File: src/rtl/core/atup_pkg.sv
// Shared types, character codes and helpers for the ASCII-to-unsigned parser.
package atup_pkg;

    // Scan phase of the current string
    typedef enum logic [2:0] {
        PH_DONE   = 3'd0,
        PH_BLANK  = 3'd1,
        PH_SIGNED = 3'd2,
        PH_ZERO   = 3'd3,
        PH_PREFIX = 3'd4,
        PH_DIGITS = 3'd5
    } t_phase;

    // Result status codes
    typedef enum logic [1:0] {
        ST_OK      = 2'd0,
        ST_NONUM   = 2'd1,
        ST_OVF     = 2'd2,
        ST_BADBASE = 2'd3
    } t_status;

    // Control part of the scan state
    typedef struct packed {
        t_phase     phase;
        logic       overflowed;
        logic       negative;
        logic [5:0] active_base;
    } t_ctrl;

    // Result strobe and status from the step logic
    typedef struct packed {
        logic    emit;
        t_status status;
    } t_emit;

    localparam logic [7:0] CH_SPACE = 8'h20;
    localparam logic [7:0] CH_TAB   = 8'h09;
    localparam logic [7:0] CH_CR    = 8'h0D;
    localparam logic [7:0] CH_MINUS = 8'h2D;
    localparam logic [7:0] CH_PLUS  = 8'h2B;
    localparam logic [7:0] CH_ZERO  = 8'h30;
    localparam logic [7:0] CH_NINE  = 8'h39;
    localparam logic [7:0] CH_UP_A  = 8'h41;
    localparam logic [7:0] CH_UP_Z  = 8'h5A;
    localparam logic [7:0] CH_LO_A  = 8'h61;
    localparam logic [7:0] CH_LO_Z  = 8'h7A;
    localparam logic [7:0] CH_UP_X  = 8'h58;
    localparam logic [7:0] CH_LO_X  = 8'h78;
    localparam logic [7:0] NO_DIGIT = 8'hFF;

    localparam logic [5:0] MAX_RADIX   = 6'd36;
    localparam logic [5:0] BASE_RESET  = 6'd10;
    localparam logic [5:0] BASE_DEC    = 6'd10;
    localparam logic [5:0] BASE_OCT    = 6'd8;
    localparam logic [5:0] BASE_HEX    = 6'd16;
    localparam logic [5:0] BASE_AUTO   = 6'd0;
    localparam logic [5:0] BASE_ONE    = 6'd1;

    // Digit value of a character, NO_DIGIT when it is not alphanumeric
    function automatic logic [7:0] digit_of(input logic [7:0] c);
        logic [7:0] d;
        d = NO_DIGIT;
        if (c >= CH_ZERO && c <= CH_NINE) begin
            d = c - CH_ZERO;
        end else if (c >= CH_UP_A && c <= CH_UP_Z) begin
            d = c - CH_UP_A + 8'd10;
        end else if (c >= CH_LO_A && c <= CH_LO_Z) begin
            d = c - CH_LO_A + 8'd10;
        end
        return d;
    endfunction

endpackage

File: src/rtl/core/atup_step.sv
// Per-character next-state and result logic of the parser.
module atup_step #(
    parameter int VALUE_WIDTH  = 32,
    parameter int OFFSET_WIDTH = 16
) (
    input  atup_pkg::t_ctrl          i_ctrl,
    input  logic [VALUE_WIDTH-1:0]   i_acc,
    input  logic [OFFSET_WIDTH-1:0]  i_pos,
    input  logic [7:0]               i_ch,
    input  logic                     i_start,
    input  logic [5:0]               i_base_cfg,
    output atup_pkg::t_ctrl          o_ctrl,
    output logic [VALUE_WIDTH-1:0]   o_acc,
    output logic [OFFSET_WIDTH-1:0]  o_pos,
    output atup_pkg::t_emit          o_emit,
    output logic [VALUE_WIDTH-1:0]   o_value,
    output logic [OFFSET_WIDTH-1:0]  o_offset
);
    import atup_pkg::*;

    localparam int PW = VALUE_WIDTH + 7;

    t_ctrl                   cur;
    logic [VALUE_WIDTH-1:0]  acc_cur;
    logic [OFFSET_WIDTH-1:0] pos_cur;
    logic [5:0]              base_eff;
    logic [7:0]              dig;
    logic                    dig_ok;
    logic [PW-1:0]           prod;
    logic                    prod_ovf;
    logic                    bad_base;
    logic                    is_blank;
    logic                    first;
    logic                    do_acc;
    logic                    do_finish;
    logic                    do_nonum;
    logic                    pos_inc;

    // A start beat restarts the scan with the configured base
    always_comb begin
        if (i_start) begin
            cur.phase       = PH_BLANK;
            cur.overflowed  = 1'b0;
            cur.negative    = 1'b0;
            cur.active_base = i_base_cfg;
            acc_cur         = '0;
            pos_cur         = '0;
        end else begin
            cur     = i_ctrl;
            acc_cur = i_acc;
            pos_cur = i_pos;
        end
    end

    // Base in force for a digit: automatic picks octal after a leading zero
    always_comb begin
        if (cur.active_base == BASE_AUTO) begin
            base_eff = (cur.phase == PH_ZERO) ? BASE_OCT : BASE_DEC;
        end else begin
            base_eff = cur.active_base;
        end
    end

    assign dig      = digit_of(i_ch);
    assign dig_ok   = dig < {2'b00, base_eff};
    assign bad_base = (cur.active_base == BASE_ONE) || (cur.active_base > MAX_RADIX);
    assign is_blank = (i_ch == CH_SPACE) || (i_ch >= CH_TAB && i_ch <= CH_CR);

    // Multiply-add; anything above the value width is an overflow
    assign prod     = PW'(acc_cur) * PW'(base_eff) + PW'(dig);
    assign prod_ovf = |prod[PW-1:VALUE_WIDTH];

    // Phase decode
    always_comb begin
        first     = 1'b0;
        do_acc    = 1'b0;
        do_finish = 1'b0;
        do_nonum  = 1'b0;
        pos_inc   = 1'b1;
        o_ctrl    = cur;
        o_acc     = acc_cur;
        o_emit    = '{emit: 1'b0, status: ST_OK};
        o_value   = '0;
        o_offset  = '0;

        case (cur.phase)
            PH_BLANK: begin
                if (is_blank) begin
                    o_ctrl.phase = PH_BLANK;
                end else if (i_ch == CH_MINUS || i_ch == CH_PLUS) begin
                    o_ctrl.negative = (i_ch == CH_MINUS);
                    o_ctrl.phase    = PH_SIGNED;
                end else begin
                    first = 1'b1;
                end
            end
            PH_SIGNED: begin
                first = 1'b1;
            end
            PH_ZERO: begin
                if (i_ch == CH_LO_X || i_ch == CH_UP_X) begin
                    o_ctrl.active_base = BASE_HEX;
                    o_ctrl.phase       = PH_PREFIX;
                end else begin
                    o_ctrl.active_base = base_eff;
                    do_acc             = dig_ok;
                    do_finish          = !dig_ok;
                end
            end
            PH_PREFIX: begin
                do_acc   = dig_ok;
                do_nonum = !dig_ok;
            end
            PH_DIGITS: begin
                do_acc    = dig_ok;
                do_finish = !dig_ok;
            end
            default: begin
                pos_inc = 1'b0;
            end
        endcase

        // First significant character: base check, zero prefix, first digit
        if (first) begin
            if (bad_base) begin
                o_emit       = '{emit: 1'b1, status: ST_BADBASE};
                o_ctrl.phase = PH_DONE;
            end else if ((cur.active_base == BASE_AUTO || cur.active_base == BASE_HEX)
                         && i_ch == CH_ZERO) begin
                o_ctrl.phase = PH_ZERO;
            end else begin
                o_ctrl.active_base = base_eff;
                do_acc             = dig_ok;
                do_nonum           = !dig_ok;
            end
        end

        // Digit accumulate; once overflowed the digits are only consumed
        if (do_acc) begin
            o_ctrl.phase = PH_DIGITS;
            if (cur.overflowed || prod_ovf) begin
                o_ctrl.overflowed = 1'b1;
            end else begin
                o_acc = prod[VALUE_WIDTH-1:0];
            end
        end

        if (do_nonum) begin
            o_emit       = '{emit: 1'b1, status: ST_NONUM};
            o_ctrl.phase = PH_DONE;
        end

        // Stop character ends a number
        if (do_finish) begin
            o_ctrl.phase = PH_DONE;
            o_offset     = pos_cur;
            if (cur.overflowed) begin
                o_emit  = '{emit: 1'b1, status: ST_OVF};
                o_value = '1;
            end else begin
                o_emit  = '{emit: 1'b1, status: ST_OK};
                o_value = cur.negative ? (VALUE_WIDTH'(0) - acc_cur) : acc_cur;
            end
        end
    end

    // Saturating character offset
    assign o_pos = (pos_inc && pos_cur != '1) ? pos_cur + OFFSET_WIDTH'(1) : pos_cur;

endmodule

File: src/rtl/core/ascii_to_unsigned_parser.sv
// Top level of the streaming ASCII-to-unsigned (strtoul style) parser.
// Takes one character beat per clock while the result slot is free or draining, and
// gives one result beat at the character that stops each string's scan. Throughput is
// one character per cycle under that condition, set by the accumulator loop (one
// VALUE_WIDTH by 6 bit multiply-add and overflow check); a beat passes the input
// register, then the result register, on its way to the result beat. i_start_req
// marks the first character of a string and abandons any string in progress. The
// base register is sampled when a string starts; write it only between strings. No
// result is given for characters that arrive while no string is open.
module ascii_to_unsigned_parser #(
    parameter int VALUE_WIDTH  = 32,
    parameter int OFFSET_WIDTH = 16
) (
    input  logic                    i_clk,
    input  logic                    i_rst_n,
    // configuration write
    input  logic                    i_cfg_valid,
    output logic                    o_cfg_ready,
    input  logic [5:0]              i_number_base,
    // character beats
    input  logic                    i_in_valid,
    output logic                    o_in_ready,
    input  logic [7:0]              i_ch,
    input  logic                    i_start_req,
    // result beats
    output logic                    o_out_valid,
    input  logic                    i_out_ready,
    output logic [VALUE_WIDTH-1:0]  o_value,
    output logic [OFFSET_WIDTH-1:0] o_end_offset,
    output logic [1:0]              o_status
);
    import atup_pkg::*;

    logic [5:0]              r_base;
    logic                    r_in_valid;
    logic [7:0]              r_ch;
    logic                    r_start;
    t_ctrl                   r_ctrl;
    logic [VALUE_WIDTH-1:0]  r_acc;
    logic [OFFSET_WIDTH-1:0] r_pos;
    logic                    r_out_valid;
    logic [VALUE_WIDTH-1:0]  r_value;
    logic [OFFSET_WIDTH-1:0] r_offset;
    t_status                 r_status;

    t_ctrl                   n_ctrl;
    logic [VALUE_WIDTH-1:0]  n_acc;
    logic [OFFSET_WIDTH-1:0] n_pos;
    t_emit                   n_emit;
    logic [VALUE_WIDTH-1:0]  n_value;
    logic [OFFSET_WIDTH-1:0] n_offset;

    logic                    w_adv;
    logic                    w_fire;

    // Result slot is free or drains this cycle
    assign w_adv      = !r_out_valid || i_out_ready;
    assign w_fire     = r_in_valid && w_adv;
    assign o_in_ready = !r_in_valid || w_adv;
    assign o_cfg_ready = 1'b1;

    // Base register
    always_ff @(posedge i_clk) begin
        if (!i_rst_n) begin
            r_base <= BASE_RESET;
        end else if (i_cfg_valid) begin
            r_base <= i_number_base;
        end
    end

    // Input register
    always_ff @(posedge i_clk) begin
        if (!i_rst_n) begin
            r_in_valid <= 1'b0;
        end else if (o_in_ready) begin
            r_in_valid <= i_in_valid;
        end
    end

    always_ff @(posedge i_clk) begin
        if (o_in_ready && i_in_valid) begin
            r_ch    <= i_ch;
            r_start <= i_start_req;
        end
    end

    atup_step #(
        .VALUE_WIDTH  (VALUE_WIDTH),
        .OFFSET_WIDTH (OFFSET_WIDTH)
    ) u_step (
        .i_ctrl     (r_ctrl),
        .i_acc      (r_acc),
        .i_pos      (r_pos),
        .i_ch       (r_ch),
        .i_start    (r_start),
        .i_base_cfg (r_base),
        .o_ctrl     (n_ctrl),
        .o_acc      (n_acc),
        .o_pos      (n_pos),
        .o_emit     (n_emit),
        .o_value    (n_value),
        .o_offset   (n_offset)
    );

    // Scan state
    always_ff @(posedge i_clk) begin
        if (!i_rst_n) begin
            r_ctrl <= '{phase: PH_DONE, overflowed: 1'b0, negative: 1'b0,
                        active_base: BASE_AUTO};
            r_acc  <= '0;
            r_pos  <= '0;
        end else if (w_fire) begin
            r_ctrl <= n_ctrl;
            r_acc  <= n_acc;
            r_pos  <= n_pos;
        end
    end

    // Result register
    always_ff @(posedge i_clk) begin
        if (!i_rst_n) begin
            r_out_valid <= 1'b0;
        end else if (w_adv) begin
            r_out_valid <= w_fire && n_emit.emit;
        end
    end

    always_ff @(posedge i_clk) begin
        if (w_fire && n_emit.emit) begin
            r_value  <= n_value;
            r_offset <= n_offset;
            r_status <= n_emit.status;
        end
    end

    assign o_out_valid  = r_out_valid;
    assign o_value      = r_value;
    assign o_end_offset = r_offset;
    assign o_status     = r_status;

`ifndef SYNTHESIS
    // No-number and bad-base results carry zero value and offset
    a_nonum_zero: assert property (@(posedge i_clk) disable iff (!i_rst_n)
        (r_out_valid && (r_status == ST_NONUM || r_status == ST_BADBASE))
        |-> (r_value == '0 && r_offset == '0))
        else $error("no-number result with nonzero value or offset");

    // Overflow results saturate
    a_ovf_sat: assert property (@(posedge i_clk) disable iff (!i_rst_n)
        (r_out_valid && r_status == ST_OVF) |-> (r_value == '1))
        else $error("overflow result not saturated");

    // Overflow only arises while reading digits
    a_ovf_phase: assert property (@(posedge i_clk) disable iff (!i_rst_n)
        r_ctrl.overflowed |-> (r_ctrl.phase == PH_DIGITS || r_ctrl.phase == PH_DONE))
        else $error("overflow flag set outside digit phase");

    // After 0x the base is hex
    a_prefix_hex: assert property (@(posedge i_clk) disable iff (!i_rst_n)
        (r_ctrl.phase == PH_PREFIX) |-> (r_ctrl.active_base == BASE_HEX))
        else $error("prefix phase with non-hex base");

    // A leading zero is only special in automatic or hex base
    a_zero_base: assert property (@(posedge i_clk) disable iff (!i_rst_n)
        (r_ctrl.phase == PH_ZERO)
        |-> (r_ctrl.active_base == BASE_AUTO || r_ctrl.active_base == BASE_HEX))
        else $error("leading-zero phase with unexpected base");
`endif

endmodule

File: config.mk
export PLATFORM = sky130hd
export DESIGN_NAME = ascii_to_unsigned_parser
export DESIGN_NICKNAME = d
export VERILOG_FILES = /design/src/rtl/core/atup_pkg.sv /design/src/rtl/core/atup_step.sv /design/src/rtl/core/ascii_to_unsigned_parser.sv
export SDC_FILE = /design/constraint.sdc
export NUM_CORES = 1
export LEC_CHECK = 0
export ABC_AREA = 1
export ABC_CLOCK_PERIOD_IN_PS = 12200
export BUFFER_PORTS_ARGS = -buffer_cell sky130_fd_sc_hd__buf_2
export CAP_MARGIN = 10
export CORE_AREA = 2 2 218 220
export CTS_BUF_LIST = sky130_fd_sc_hd__clkbuf_4
export DETAILED_ROUTE_END_ITERATION = 10
export DIE_AREA = 0 0 220 222
export SLEW_MARGIN = 20
export SYNTH_ARGS = -nofsm -noshare
export SYNTH_HDL_FRONTEND = slang
export SYNTH_HIERARCHICAL = 1
export SYNTH_SLANG_ARGS = --single-unit
File: constraint.sdc
create_clock -name i_clk -period 12.2 [get_ports i_clk]
set_input_delay 0.61 -clock i_clk [delete_from_list [all_inputs] [get_ports i_clk]]
set_output_delay 0.61 -clock i_clk [all_outputs]
set_load 0.02 [all_outputs]
### Word-level counts from Yosys, hierarchy flattened

Cells that the tools add are included.

| cells by class | value |
|---|---|
| reductions and logical operators | 24 |
| equal/unequal tests | 14 |
| multiply operators | 1 |
| add/sub/neg operators | 8 |
| order comparisons | 10 |
| multiplexer cells | 52 |

Operators with widths:

| cell | count |
|---|---|
| $mux 32 | 5 |
| $add 38x8->39 | 1 |
| $mul 32x6->38 | 1 |
| $mux 3 | 12 |
| $mux 6 | 6 |
| $eq 8x6->1 const B | 4 |
| $mux 16 | 2 |
| $sub 1x32->32 const A | 1 |
| $mux 8 | 3 |
| $add 16x1->16 const B | 1 |
| $add 8x4->8 const B | 2 |
| $eq 8x7->1 const B | 2 |
| $ge 8x7->1 const B | 2 |
| $le 8x7->1 const B | 2 |
| $mux 1 | 16 |
| $ne 16x16->1 const B | 1 |
| $sub 8x7->8 const B | 2 |
| $mux 11 | 1 |
| $logic_and 1x1->1 | 9 |
| $ge 8x4->1 const B | 1 |
| $ge 8x6->1 const B | 1 |
| $le 8x4->1 const B | 1 |
| $le 8x6->1 const B | 1 |
| $logic_or 1x1->1 | 8 |
| other kinds (17) | 24 |

| storage, ports and cells | value |
|---|---|
| input bits | 20 |
| output and inout bits | 53 |
| logic and storage cells | 123 |
| flip-flop bits (word level) | 126 |

### Longest topological paths before layout

| depth | value |
|---|---|
| depth in word-level cells | 14 |
| depth in mapped cells | 43 |
| gate-level depth less buffers | 40 |

### By module

The synthesis kept the hierarchy.

By module, submodules not included:

| module | cells an instance | times used | area each (µm²) |
|---|---|---|---|
| atup_step | 1717 | 1 | 10502.6 |
| ascii_to_unsigned_parser | 489 | 1 | 4727.0 |

### Worst setup path before layout

No wires, ideal clock.

| timing | value |
|---|---|
| path type | reg2reg |
| start point | register r_start |
| end point | register r_acc[2] |
| data required time | 12.085 ns |
| slack | 6.279 ns |
| stages on the path, launching flop included | 39 |
| library setup time | 0.115 ns |
| arrival | 5.806 ns |
| path buffers | 3 |
| clock period less this slack | 5.921 ns |
| cell sequence | edfxtp_1 -> buf_6 -> nor2_1 -> inv_1 -> nor3_1 -> o21ai_0 -> inv_1 -> clkbuf_1 -> nor2_1 -> fa_1 -> inv_1 -> fa_1 -> inv_1 -> fa_1 -> inv_1 -> fa_1 -> inv_1 -> ha_1 -> [... 3 more ...] -> nand2_1 -> nand2_1 -> nand3_1 -> nand2_1 -> nand2_2 -> nand2_1 -> nand2_1 -> nand2_1 -> nand3_1 -> nor2_2 -> nand3_4 -> buf_2 -> o21ai_0 -> nand2_1 -> inv_1 -> nand3_1 -> nand2_1 -> nor2_1 |

| between the ends | value |
|---|---|
| cells in the longest elaborated chain, start to end | 11 |
| elaborated cells on any way between the ends | 30 |
| those cells by class | add/sub: 1; mul: 1; order compare: 2; eq/ne: 7; mux: 12; reduce/logical: 7 |

RTL lines:

| element | line | source |
|---|---|---|
| start, declared | ascii_to_unsigned_parser.sv:37 | `logic r_start;` |
| start signal, assigned | ascii_to_unsigned_parser.sv:83 | `r_start <= i_start_req;` |
| parallel branches: the longest is 10 deep, another holds $add 38x8->39 | -- |  |
| $mux 32 * | atup_step.sv:139 | `if (do_acc) begin` |
| via n_acc[2] | ascii_to_unsigned_parser.sv:47 | `logic [VALUE_WIDTH-1:0] n_acc;` |
| end signal, assigned | ascii_to_unsigned_parser.sv:114 | `r_acc <= n_acc;` |
| end, declared | ascii_to_unsigned_parser.sv:39 | `logic [VALUE_WIDTH-1:0] r_acc;` |

Mark *: on every way through the listed nets, which the timed path passes.
A chain may end at the register's enable or synchronous reset.

### Worst setup path after layout

| timing | value |
|---|---|
| start point | register r_start |
| end point | register r_acc[4] |

Same word-level chain as after synthesis.

==> summary.txt <==
Commonest non-fill, non-tap cells in the layout -> nand2_1, nor2_1, inv_1
Minimum clock period -> 8.69 ns
Final RePlAce weighted congestion -> 0.901
Mapped Area -> 15,200 sq um
CTS H-tree lvls -> 4
Worst-Margin Slew -> 1.14 ns
Async SR Flop Fraction -> 0%
Router iterations before antenna repair -> 5
Final setup violation count -> 0
Crit start category -> flip-flop
Crit path max fanout -> 43
Largest net degree at the start of global routing -> 89
Maximum clock frequency -> 0.115 GHz
Starting Density -> 32.9%
CP dominant cell by count -> nand2_1
CP arrival -> 9.20 ns
DRT Wirelength -> 41,900 microns
Worst Path Class, Setup -> reg2reg
Vias -> 14,100
Ys Warns -> 6
Vias per cell -> 4.95
Worst VDD drop -> 0.0591 mV
Global-route wire length before repair -> 70,200 microns
I/O Buffers -> 71
Initial antenna violation count -> 1
Fin crit share -> 71.3%
Num CTS Buffers -> 17
Predominant post-synthesis flop cell -> dfxtp_1
Max incr delay on CP -> 0.69 ns
Die Span Y -> 222 microns
Boundary pin count -> 73
WP data required -> 12.70 ns
Initial drt markers -> 955
Final WS setup -> 3.51 ns
Post-Synthesis Cells -> 2,206
EDFF count, synth -> 59
CP endpoint kind -> flip-flop
Dominant cells by area after synthesis -> fa_1, nand2_1, edfxtp_1
Final net count -> 2,465
Leakage power -> 8.10 nW
Core Area -> 46,300 sq um
Slowest-stage cell, CP -> nor2_2
CTS resizes -> 0
Max Transition Viols Final -> 0
Worst skew pair latency -> 0.58 ns
Hold WC Path Type -> in2reg
Pre-CTS WS -> 3.64 ns
DR DRC count -> 0
Die area -> 48,800 sq um
Post-synth top area cell -> fa_1
Post-DP HPWL -> 32,700 microns
Syn-to-layout area delta -> 6.40%
Layout cells sized above 1 -> 7.80%
Clock Skews -> 0.0223 ns
Grt total ovfl -> 0
Commonest non-fill, non-tap cell in the layout -> nand2_1
Flops & latches, synth -> 126
Wire length per cell -> 14.7 microns
Root buffer cell -> clkbuf_4
GR Util All Layers -> 17.7%
RSZ-0062 raised after global routing -> false
Status -> complete, no violations
Yosys cell types -> 54
Max Cap Viol -> 0
TritonCTS clock tree -> done
Vias in the first global route -> 13,700
Final Hold Vio Count -> 0
PwrDens -> 76.3 nW/um^2
Die X -> 220 microns
Cts-stage hold buffer count -> 0
# clock sinks -> 126
Post-CTS setup buffer count -> 0
Sequential area share after synthesis -> 20.4%
Final TNS setup -> 0 ns
Post-synth top area share -> 16.6%
Synth Net Count -> 2,452
Mapped Avg Cell Area -> 6.90 sq um
Row count -> 79
Relative slew slack -> 24.2%
Clock slew at reported path FFs -> 0.13 ns
Post-DRT Antenna Nets -> 0
Hold_ws -> 0.197 ns
Longest Clk Path Bufs -> 2
## stage by stage
stage	utilization (%)	area [sq um]	power [W]	cells
2_1_floorplan	-	15200	0.000810	2206
3_5_place_dp	34.3	15900	0.000915	2807
6_report	35.0	16200	0.00124	2840
5_1_grt	35.0	16200	0.00132	2840
3_3_place_gp	34.3	15900	0.000912	2807
4_1_cts	35.0	16200	0.00125	2839
## where the power goes
| part | switching (W) | internal (W) | leakage (nW) |
|---|---|---|---|
| Sequential | 0.0000205 | 0.000472 | 1.06 |
| Combinational | 0.000289 | 0.000129 | 6.88 |
| Clock | 0.000178 | 0.000148 | 0.165 |
| Total | 0.000487 | 0.000749 | 8.10 |
## synthesized netlist by cell type, types with 3 or more instances
cell and count:
a21oi_1 143, a31oi_1 12, buf_1 5, buf_2 27, buf_4 15, buf_6 17
clkbuf_1 21, clkinv_1 3, dfxtp_1 67, edfxtp_1 59, fa_1 126, ha_1 100
inv_1 290, inv_2 8, nand2_1 523, nand2_2 12, nand2_4 4, nand3_1 123
nand3_2 6, nand4_1 32, nor2_1 406, nor2_2 14, nor3_1 16, nor4_1 6
o21ai_0 66, o21ai_1 6, o21ai_2 6, o21bai_1 4, or2_1 5, xnor2_1 17
xor2_1 37
## path summary, 6_finish.rpt
path / start / end / slack (ns) / depth (start not counted)
worst max-delay path: r_start / r_acc[4] / 3.51 / 38
worst min-delay path: i_ch[2] / r_ch[2] / 0.20 / 1
worst max register to register: r_start / r_acc[4] / 3.51 / 38
worst min register to register: r_base[1] / r_base[1] / 0.49 / 2
## layout make-up
type | instances | area, sq um
diodes | 1 | 2.50
flip-flops and latches | 126 | 3120
fillers | 4951 | 30100
repair buffers | 80 | 423
well taps | 607 | 759
inverters | 303 | 1140
multi-input cells | 1691 | 10400
clock buffers | 18 | 135
clock inverters | 14 | 180
## cells by family after synthesis
kind of cell | count (synthesis) | synth area share [%]
compound gates | 251 | 8.82
mux | 1 | 0.0657
other cells | 1 | 0.0246
buf+inv | 389 | 11.1
flops | 126 | 20.4
xor+xnor | 54 | 3.11
simple gates | 1158 | 31.7
fa+ha+maj | 226 | 24.8
## worst max-delay path: cells and delay by family (launching register included)
family,cells,cell delay (ns)
buf+inv,8,1.53
simple gates,23,3.96
compound gates,2,0.32
fa+ha+maj,5,2.39
flops,1,0.35
## sequential cells by signal (all words and copies together), names as in the netlist
signal and cells:
r_base 6, r_in_valid 1, o_end_offset 16, r_start 1, r_acc 32, o_value 32, r_ctrl 11, r_ch 8
o_status 2, r_pos 16, o_out_valid 1
## metal layers
metal / up-vias / track usage, % / wire length [microns]
li1: 6962 / - / -
met3: 36 / 2.03 / 2110
met4: 0 / 5.15 / 735
met5: - / 0 / 0
met1: 6655 / 24.9 / 19900
met2: 410 / 28.5 / 19100
(Power assumes the default switching activity.)
